**src/rtl/rima_pkg.sv**
```systemverilog
// shared types and constants of the region image moment accumulator
package rima_pkg;

  localparam int CFG_INDEX_W = 3;
  localparam int CFG_DATA_W  = 16;

  localparam logic [CFG_INDEX_W-1:0] CFG_ORDER_X      = 3'd0;
  localparam logic [CFG_INDEX_W-1:0] CFG_ORDER_Y      = 3'd1;
  localparam logic [CFG_INDEX_W-1:0] CFG_CENTER_X     = 3'd2;
  localparam logic [CFG_INDEX_W-1:0] CFG_CENTER_Y     = 3'd3;
  localparam logic [CFG_INDEX_W-1:0] CFG_WEIGHTED     = 3'd4;
  localparam logic [CFG_INDEX_W-1:0] CFG_IMAGE_WIDTH  = 3'd5;
  localparam logic [CFG_INDEX_W-1:0] CFG_IMAGE_HEIGHT = 3'd6;

  localparam logic [12:0] IMAGE_DIM_RESET = 13'h1000;

  localparam logic [63:0] POS_LIMIT = 64'h7FFF_FFFF_FFFF_FFFF;
  localparam logic [63:0] NEG_LIMIT = 64'h8000_0000_0000_0000;

  typedef enum logic [2:0] {
    ST_IDLE,
    ST_MUL,
    ST_ACC,
    ST_TERM,
    ST_SUM,
    ST_EMIT
  } rima_state_e;

  typedef struct packed {
    logic load;
    logic mul;
    logic acc;
    logic term;
    logic sum;
    logic emit;
  } rima_cmd_t;

  typedef struct packed {
    logic keep;
    logic last;
    logic more;
    logic out_free;
  } rima_status_t;

endpackage

```
**src/rtl/rima_ctrl.sv**
```systemverilog
// sequencer of the moment accumulator: load, multiply steps, term, sum, emit
module rima_ctrl import rima_pkg::*; (
  input  logic         clk_i,
  input  logic         rst_ni,
  input  logic         in_valid_i,
  output logic         in_stall_o,
  input  rima_status_t status_i,
  output rima_cmd_t    cmd_o
);

  rima_state_e state_q, state_d;

  always_ff @(posedge clk_i or negedge rst_ni) begin
    if (!rst_ni) begin
      state_q <= ST_IDLE;
    end else begin
      state_q <= state_d;
    end
  end

  always_comb begin
    state_d = state_q;
    unique case (state_q)
      ST_IDLE: begin
        if (in_valid_i) begin
          state_d = ST_MUL;
        end
      end
      ST_MUL: begin
        if (!status_i.keep) begin
          state_d = status_i.last ? ST_EMIT : ST_IDLE;
        end else if (status_i.more) begin
          state_d = ST_ACC;
        end else begin
          state_d = ST_TERM;
        end
      end
      ST_ACC:  state_d = ST_MUL;
      ST_TERM: state_d = ST_SUM;
      ST_SUM: begin
        state_d = status_i.last ? ST_EMIT : ST_IDLE;
      end
      ST_EMIT: begin
        if (status_i.out_free) begin
          state_d = ST_IDLE;
        end
      end
      default: state_d = ST_IDLE;
    endcase
  end

  always_comb begin
    cmd_o      = '0;
    in_stall_o = 1'b1;
    unique case (state_q)
      ST_IDLE: begin
        in_stall_o = 1'b0;
        cmd_o.load = in_valid_i;
      end
      ST_MUL:  cmd_o.mul  = status_i.keep && status_i.more;
      ST_ACC:  cmd_o.acc  = 1'b1;
      ST_TERM: cmd_o.term = 1'b1;
      ST_SUM:  cmd_o.sum  = 1'b1;
      ST_EMIT: cmd_o.emit = status_i.out_free;
      default: cmd_o      = '0;
    endcase
  end

endmodule

```
**src/rtl/rima_dp.sv**
```systemverilog
// datapath: distances, shared saturating multiplier, term clipping, accumulator, result register
module rima_dp import rima_pkg::*; #(
  parameter int COORD_BITS = 12,
  parameter int MAX_ORDER  = 3
) (
  input  logic                  clk_i,
  input  logic                  rst_ni,
  input  rima_cmd_t             cmd_i,
  output rima_status_t          status_o,
  input  logic [1:0]            order_x_i,
  input  logic [1:0]            order_y_i,
  input  logic [15:0]           center_x_i,
  input  logic [15:0]           center_y_i,
  input  logic                  weighted_i,
  input  logic [12:0]           image_width_i,
  input  logic [12:0]           image_height_i,
  input  logic [COORD_BITS-1:0] pix_x_i,
  input  logic [COORD_BITS-1:0] pix_y_i,
  input  logic [7:0]            pix_value_i,
  input  logic                  last_pixel_i,
  output logic                  res_valid_o,
  input  logic                  res_stall_i,
  output logic [63:0]           moment_o,
  output logic                  saturated_o
);

  localparam int DIST_W = (COORD_BITS + 4 > 16) ? COORD_BITS + 4 : 16;
  localparam int PP_W   = 32 + DIST_W;
  localparam int FULL_W = 64 + DIST_W;
  localparam int CNT_W  = 4;

  function automatic logic [1:0] clamp_order(logic [1:0] o);
    logic [1:0] r;
    r = o;
    if (int'(o) > MAX_ORDER) begin
      r = 2'(MAX_ORDER);
    end
    return r;
  endfunction

  // item registers
  logic [DIST_W-1:0] mx_q, my_q;
  logic              nx_q, ny_q;
  logic [7:0]        w_q;
  logic              keep_q, last_q;
  logic [1:0]        p_q, q_q;
  logic [CNT_W-1:0]  k_q;

  // multiplier and accumulator registers
  logic [PP_W-1:0]   pp_lo_q, pp_hi_q;
  logic [63:0]       r_q, r_d;
  logic              mul_ovf_q, mul_ovf_d;
  logic [63:0]       term_q;
  logic              term_clip_q;
  logic [63:0]       sum_q, sum_d;
  logic              seen_q, seen_d;
  logic [63:0]       moment_q;
  logic              saturated_q;
  logic              out_valid_q;

  // load side
  logic [15:0]       x_ext, y_ext;
  logic              keep_d;
  logic [DIST_W:0]   dx, dy;
  logic [DIST_W-1:0] mx_d, my_d;

  assign x_ext  = 16'(pix_x_i);
  assign y_ext  = 16'(pix_y_i);
  assign keep_d = !weighted_i ||
                  (x_ext != 16'd0 && x_ext <= 16'(image_width_i) &&
                   y_ext != 16'd0 && y_ext <= 16'(image_height_i));

  assign dx   = (DIST_W+1)'({pix_x_i, 4'b0000}) - (DIST_W+1)'(center_x_i);
  assign dy   = (DIST_W+1)'({pix_y_i, 4'b0000}) - (DIST_W+1)'(center_y_i);
  assign mx_d = dx[DIST_W] ? DIST_W'(-dx) : dx[DIST_W-1:0];
  assign my_d = dy[DIST_W] ? DIST_W'(-dy) : dy[DIST_W-1:0];

  // step selection
  logic [CNT_W-1:0]  total, pq_sum;
  logic [DIST_W-1:0] factor;

  assign pq_sum = CNT_W'(p_q) + CNT_W'(q_q);
  assign total  = pq_sum + CNT_W'(1);

  always_comb begin
    if (k_q < CNT_W'(p_q)) begin
      factor = mx_q;
    end else if (k_q < pq_sum) begin
      factor = my_q;
    end else begin
      factor = DIST_W'(w_q);
    end
  end

  // partial product combine
  logic [FULL_W-1:0] full;
  logic              step_ovf;

  assign full     = FULL_W'({pp_hi_q, 32'h0}) + FULL_W'(pp_lo_q);
  assign step_ovf = |full[FULL_W-1:64];

  // term forming
  logic        neg, clip;
  logic [63:0] term_d;

  assign neg  = ((nx_q & p_q[0]) != (ny_q & q_q[0])) && (r_q != 64'd0);
  assign clip = mul_ovf_q || (!neg && r_q[63]) || (neg && r_q > NEG_LIMIT);

  always_comb begin
    if (clip) begin
      term_d = neg ? NEG_LIMIT : POS_LIMIT;
    end else begin
      term_d = neg ? (64'd0 - r_q) : r_q;
    end
  end

  // saturating accumulate
  logic [63:0] add;
  logic        add_ovf;

  assign add     = sum_q + term_q;
  assign add_ovf = (sum_q[63] == term_q[63]) && (add[63] != sum_q[63]);

  always_comb begin
    r_d       = r_q;
    mul_ovf_d = mul_ovf_q;
    if (cmd_i.load) begin
      r_d       = 64'd1;
      mul_ovf_d = 1'b0;
    end else if (cmd_i.acc) begin
      r_d       = step_ovf ? '1 : full[63:0];
      mul_ovf_d = mul_ovf_q | step_ovf;
    end
  end

  always_comb begin
    sum_d  = sum_q;
    seen_d = seen_q;
    if (cmd_i.emit) begin
      sum_d  = 64'd0;
      seen_d = 1'b0;
    end else if (cmd_i.sum) begin
      sum_d  = add_ovf ? (sum_q[63] ? NEG_LIMIT : POS_LIMIT) : add;
      seen_d = seen_q | term_clip_q | add_ovf;
    end
  end

  always_ff @(posedge clk_i or negedge rst_ni) begin
    if (!rst_ni) begin
      keep_q      <= 1'b0;
      last_q      <= 1'b0;
      p_q         <= 2'd0;
      q_q         <= 2'd0;
      k_q         <= '0;
      sum_q       <= 64'd0;
      seen_q      <= 1'b0;
      out_valid_q <= 1'b0;
    end else begin
      sum_q  <= sum_d;
      seen_q <= seen_d;
      if (cmd_i.load) begin
        keep_q <= keep_d;
        last_q <= last_pixel_i;
        p_q    <= clamp_order(order_x_i);
        q_q    <= clamp_order(order_y_i);
        k_q    <= '0;
      end else if (cmd_i.acc) begin
        k_q <= k_q + CNT_W'(1);
      end
      if (cmd_i.emit) begin
        out_valid_q <= 1'b1;
      end else if (!res_stall_i) begin
        out_valid_q <= 1'b0;
      end
    end
  end

  always_ff @(posedge clk_i) begin
    r_q       <= r_d;
    mul_ovf_q <= mul_ovf_d;
    if (cmd_i.load) begin
      mx_q <= mx_d;
      my_q <= my_d;
      nx_q <= dx[DIST_W];
      ny_q <= dy[DIST_W];
      w_q  <= weighted_i ? pix_value_i : 8'd1;
    end
    if (cmd_i.mul) begin
      pp_lo_q <= PP_W'(r_q[31:0]) * PP_W'(factor);
      pp_hi_q <= PP_W'(r_q[63:32]) * PP_W'(factor);
    end
    if (cmd_i.term) begin
      term_q      <= term_d;
      term_clip_q <= clip;
    end
    if (cmd_i.emit) begin
      moment_q    <= sum_q;
      saturated_q <= seen_q;
    end
  end

  assign status_o.keep     = keep_q;
  assign status_o.last     = last_q;
  assign status_o.more     = k_q < total;
  assign status_o.out_free = !out_valid_q || !res_stall_i;

  assign res_valid_o = out_valid_q;
  assign moment_o    = moment_q;
  assign saturated_o = saturated_q;

`ifndef SYNTHESIS
  a_emit_clears: assert property (@(posedge clk_i) disable iff (!rst_ni)
    cmd_i.emit |=> (sum_q == 64'd0) && !seen_q && out_valid_q)
    else $error("accumulator not cleared after result");

  a_emit_slot_free: assert property (@(posedge clk_i) disable iff (!rst_ni)
    cmd_i.emit |-> (!out_valid_q || !res_stall_i))
    else $error("result register overwritten while stalled");

  a_count_keep: assert property (@(posedge clk_i) disable iff (!rst_ni)
    cmd_i.load && !weighted_i |=> keep_q)
    else $error("unweighted pixel dropped");

  a_step_bound: assert property (@(posedge clk_i) disable iff (!rst_ni)
    k_q <= total)
    else $error("multiply step count ran past its end");
`endif

endmodule

```
**src/rtl/region_image_moment_accumulator.sv**
```systemverilog
// top level of the region image moment accumulator
// Usage:
//   Configuration: cfg_valid_i/cfg_ready_o write cfg_data_i into register cfg_index_i
//   (order_x, order_y, center_x, center_y, weighted, image_width, image_height).
//   Write only while the block is idle; cfg_ready_o is always high.
//   Pixel channel: pix_valid_i/pix_stall_o, one region pixel per transfer; the pixel
//   with last_pixel_i set closes the region.
//   Result channel: res_valid_o/res_stall_i, one result per region (moment_o, saturated_o)
//   held in an output register, so the next region can start while it waits.
//   Sequence: a kept pixel is loaded, then the shared 64x16 multiplier does one power
//   step per multiply and accumulate pair (partial products, then combine and saturate),
//   one step per power of the x and y distances and one for the weight; then the term
//   is formed and summed, and a pixel that closes a region emits its result.
//   A pixel outside the image in weighted mode skips the multiplier. No new pixel is
//   taken until the current one is done; the result is registered at emit.
//   A stalled result holds; the last pixel of the following region then waits until
//   the output register is free, and pix_stall_o stays high meanwhile.
//   Reset clears the accumulator, the saturation flag and the configuration
//   (image size 4096, all else zero).
module region_image_moment_accumulator import rima_pkg::*; #(
  parameter int COORD_BITS = 12,
  parameter int MAX_ORDER  = 3
) (
  input  logic                   clk_i,
  input  logic                   rst_ni,
  input  logic                   cfg_valid_i,
  output logic                   cfg_ready_o,
  input  logic [CFG_INDEX_W-1:0] cfg_index_i,
  input  logic [CFG_DATA_W-1:0]  cfg_data_i,
  input  logic                   pix_valid_i,
  output logic                   pix_stall_o,
  input  logic [COORD_BITS-1:0]  pix_x_i,
  input  logic [COORD_BITS-1:0]  pix_y_i,
  input  logic [7:0]             pix_value_i,
  input  logic                   last_pixel_i,
  output logic                   res_valid_o,
  input  logic                   res_stall_i,
  output logic [63:0]            moment_o,
  output logic                   saturated_o
);

  logic [1:0]   order_x_q, order_y_q;
  logic [15:0]  center_x_q, center_y_q;
  logic         weighted_q;
  logic [12:0]  image_width_q, image_height_q;

  rima_cmd_t    cmd;
  rima_status_t status;

  assign cfg_ready_o = 1'b1;

  always_ff @(posedge clk_i or negedge rst_ni) begin
    if (!rst_ni) begin
      order_x_q      <= 2'd0;
      order_y_q      <= 2'd0;
      center_x_q     <= 16'd0;
      center_y_q     <= 16'd0;
      weighted_q     <= 1'b0;
      image_width_q  <= IMAGE_DIM_RESET;
      image_height_q <= IMAGE_DIM_RESET;
    end else if (cfg_valid_i && cfg_ready_o) begin
      unique case (cfg_index_i)
        CFG_ORDER_X:      order_x_q      <= cfg_data_i[1:0];
        CFG_ORDER_Y:      order_y_q      <= cfg_data_i[1:0];
        CFG_CENTER_X:     center_x_q     <= cfg_data_i;
        CFG_CENTER_Y:     center_y_q     <= cfg_data_i;
        CFG_WEIGHTED:     weighted_q     <= cfg_data_i[0];
        CFG_IMAGE_WIDTH:  image_width_q  <= cfg_data_i[12:0];
        CFG_IMAGE_HEIGHT: image_height_q <= cfg_data_i[12:0];
        default: ;
      endcase
    end
  end

  rima_ctrl u_ctrl (
    .clk_i      (clk_i),
    .rst_ni     (rst_ni),
    .in_valid_i (pix_valid_i),
    .in_stall_o (pix_stall_o),
    .status_i   (status),
    .cmd_o      (cmd)
  );

  rima_dp #(
    .COORD_BITS (COORD_BITS),
    .MAX_ORDER  (MAX_ORDER)
  ) u_dp (
    .clk_i          (clk_i),
    .rst_ni         (rst_ni),
    .cmd_i          (cmd),
    .status_o       (status),
    .order_x_i      (order_x_q),
    .order_y_i      (order_y_q),
    .center_x_i     (center_x_q),
    .center_y_i     (center_y_q),
    .weighted_i     (weighted_q),
    .image_width_i  (image_width_q),
    .image_height_i (image_height_q),
    .pix_x_i        (pix_x_i),
    .pix_y_i        (pix_y_i),
    .pix_value_i    (pix_value_i),
    .last_pixel_i   (last_pixel_i),
    .res_valid_o    (res_valid_o),
    .res_stall_i    (res_stall_i),
    .moment_o       (moment_o),
    .saturated_o    (saturated_o)
  );

endmodule
```
**config.mk**
```make
export PLATFORM = sky130hd
export DESIGN_NAME = region_image_moment_accumulator
export DESIGN_NICKNAME = d
export VERILOG_FILES = /design/src/rtl/rima_pkg.sv /design/src/rtl/rima_ctrl.sv /design/src/rtl/rima_dp.sv /design/src/rtl/region_image_moment_accumulator.sv
export SDC_FILE = /design/constraint.sdc
export NUM_CORES = 2
export LEC_CHECK = 0
export BUFFER_PORTS_ARGS = -buffer_cell sky130_fd_sc_hd__buf_2
export CAP_MARGIN = 30
export CORE_ASPECT_RATIO = 0.5
export CORE_MARGIN = 3
export CORE_UTILIZATION = 45
export DETAILED_ROUTE_END_ITERATION = 16
export MAX_ROUTING_LAYER = met4
export SLEW_MARGIN = 20
export SYNTH_ARGS = -nofsm -noshare
export SYNTH_HDL_FRONTEND = slang
export SYNTH_SLANG_ARGS = --single-unit
```
**constraint.sdc**
```tcl
create_clock -name clk_i -period 25.2 [get_ports clk_i]
set_clock_uncertainty 0.05 [all_clocks]
set_input_delay 5.04 -clock clk_i [delete_from_list [all_inputs] [get_ports clk_i]]
set_output_delay 5.04 -clock clk_i [all_outputs]
set_load 0.01 [all_outputs]
```
==> results.toml <==
[die]
die_w_um = 512.8
ioPinCount = 125
dieHeight_um = 259.4
start_util_pct = 45.60
coreArea_um2 = 126700
fp-row-count = 92
die_area_um2 = 133000

[critical_path]
crit_type = "register to register"
cp_max_fo = 41
crit_required_ps = 25530
r2r_cells = 32
crit_top_cell = "fa_1"
endpoint = "u_dp.pp_lo_q[44]$_DFFE_PP_"
slowest_stage = "o21ai_0"
startpoint_type = "register"
cpLargestDelayFamily = "adder cells"
cpPeakStageDelay_ps = 790
r2r-start = "u_dp.q_q[0]$_DFFE_PN0P_"
endpoint_kind = "register"
r2r-end = "u_dp.pp_lo_q[44]$_DFFE_PP_"
cp.depth = 32
critical_path_arrival_ps = 11330
cp_num_buf_inv = 6
crit_start = "u_dp.q_q[0]$_DFFE_PN0P_"
reg2reg_slack_ps = 14200

[synth]
ys_seq_area_share_pct = 22.33
syn_inst = 6284
avgSynthCellArea_um2 = 9.197
synth_cell_types = 86
synth_area_um2 = 57790
synth.area.top_cells = "fa_1 29%, edfxtp_1 14%, ha_1 8.2%"
yosysTopAreaCellShare_pct = 29.06
ys_ff_latch = 475
async_flop_share_pct = 29.89
ys_warn_count = 0
synth_area_leader_cell = "fa_1"
synth_fp_nets = 7559
ys.flop_type = "edfxtp_1"
synth_edf_count = 268

[layout]
mostFrequentLayoutCells = "991 x inv_1, 929 x nand2_1, 839 x fa_1"
seqCellArea_um2 = 12910
syn2layout_area_growth_pct = 7.644
nNetsFinal = 7496
multi_input_area_um2 = 40120
final_cells = 7963
fill_cells = 11840
fin_area_um2 = 62210
final_common_cell = "inv_1"
drive_above_1_share_pct = 6.963

[clock_tree]
cts_resized = 0
clk_latency_ps = 670
cts_sinks = 475
numCtsBuffers = 49
htreeDepth = 2
path_clk_slew_ps = 70
cts-root-buf = "clkbuf_16"
cts_setup_buffers = 0
cts_tree = "done"
clk_path_buf_depth = 3
holdBufCountCts = 0

[sta]
fin_crit_sh_pct = 43.65
finalHoldViolations = 0
slew_viol_final = 0
min_period_ps = 11000
tightest_slew_ps = 1061
fin_setup_tns_ps = 0
finalSetupViolations = 0
slew_headroom_pct = 29.15
rsz0062_at_grt = "no"
fin_worst_hold_slack_ps = 400.4
max_freq_mhz = 90.91

[route]
vias_per_cell = 5.554
ant_nets = 0
wirelength_mm = 167.5
drtIter0Drc = 3248
post_drt_wl_per_cell_um = 21.04
drcViolationCount = 0
dr.pass1.iters = 7
routed-via-count = 44230

[run]
maxCapViolations = 0

[outcome]
status = "finished clean"

[placement]
gp_congestion = 0.9340
port_buffers = 123
dpl_cell_area_um2 = 60310
place_inst = 7853
dpl.hpwl_mm = 124.1

[global_route]
grt_pass1_vias = 46460
grt.total_usage_pct = 26.26
grt-ovfl-total = 0
grt_max_degree = 74
grt_first_pass_wirelength_mm = 266.2
antenna_found_initial = 12

[worst_hold_path]
hp-class = "register to register"
-- worst reg2reg max path, delay by kind of cell, from the launching register on --
| kind | cells | cell delay (ps) |
|---|---|---|
| mux | 1 | 200 |
| flops | 1 | 410 |
| simple gates | 6 | 1070 |
| xor+xnor | 1 | 90 |
| compound gates | 8 | 3460 |
| fa+ha+maj | 10 | 4380 |
| buf+inv | 6 | 1120 |
-- logic make-up after synthesis --
logic type / after synthesis / synth area share, %
and+or+nand+nor: 1949 / 16.37
buffers and inverters: 1340 / 8.714
adders and majority gates: 1218 / 37.27
AOI/OAI and AO/OA: 991 / 10.35
DFF: 475 / 22.33
xor gates and xnor gates: 242 / 3.667
muxes: 68 / 1.288
other: 1 / 0.006489
-- registers in the layout, indices dropped and copies added (netlist names), 2 cells and up --
register / count
u_dp.pp_hi_q: 48
order_y_q: 2
u_dp.my_q: 16
u_dp.mx_q: 16
u_dp.moment_o: 64
u_dp.pp_lo_q: 48
u_dp.w_q: 8
u_dp.sum_q: 64
order_x_q: 2
image_height_q: 13
u_ctrl.state_q: 3
u_dp.q_q: 2
u_dp.r_q: 64
u_dp.p_q: 2
center_y_q: 16
u_dp.term_q: 64
u_dp.k_q: 4
center_x_q: 16
image_width_q: 13
-- worst min-delay path by stage --
stage | from | to | slack, ps | depth (start not counted)
floorplan | u_dp.seen_q$_DFFE_PN0P_ | u_dp.saturated_o$_DFFE_PP_ | 370 | 0
global placement | u_dp.seen_q$_DFFE_PN0P_ | u_dp.saturated_o$_DFFE_PP_ | 380 | 0
detailed placement | u_dp.seen_q$_DFFE_PN0P_ | u_dp.saturated_o$_DFFE_PP_ | 380 | 0
CTS | u_dp.seen_q$_DFFE_PN0P_ | u_dp.saturated_o$_DFFE_PP_ | 400 | 0
global route | u_dp.seen_q$_DFFE_PN0P_ | u_dp.saturated_o$_DFFE_PP_ | 410 | 0
finish | u_dp.seen_q$_DFFE_PN0P_ | u_dp.saturated_o$_DFFE_PP_ | 400 | 0
-- cell usage after synthesis (all sizes together), types with 140 or more instances --
master  instances
edfxtp        268
and2          456
a21oi         324
clkbuf        337
o21ai         307
nor2          146
dfrtp         140
nand2         931
fa            839
inv           994
xnor2         150
ha            379
-- routing by layer --
| metal | global-route usage, % | vias to the layer above | part of all wire (%) |
|---|---|---|---|
| li1 | - | 19960 | - |
| met1 | 35.87 | 22290 | 44 |
| met2 | 40.55 | 1696 | 45 |
| met3 | 4.956 | 280 | 8.4 |
| met4 | 6.303 | 0 | 2.4 |
| met5 | - | - | 0 |
-- metrics by stage --
step                      setup slack (ps)  util, %
after global placement               14530    47.47
after detailed placement             14400    47.59
after global routing                 13730    49.08
after floorplan                      15420        -
final                                14200    49.09
after CTS                            14360    48.94
-- area by class of cell --
class                   count  area share, %
diodes                      9        0.03620
clock buffers              60          2.102
clock inverters            32         0.6657
inverters                 995          6.003
multi-input cells        4469          64.49
flip-flops and latches    475          20.75
well taps                1692          3.403
repair buffers            231          2.552
Power is left out: the tool's default activity adds up to more than one toggle a clock period on the data nets, which glitch-free logic cannot reach.
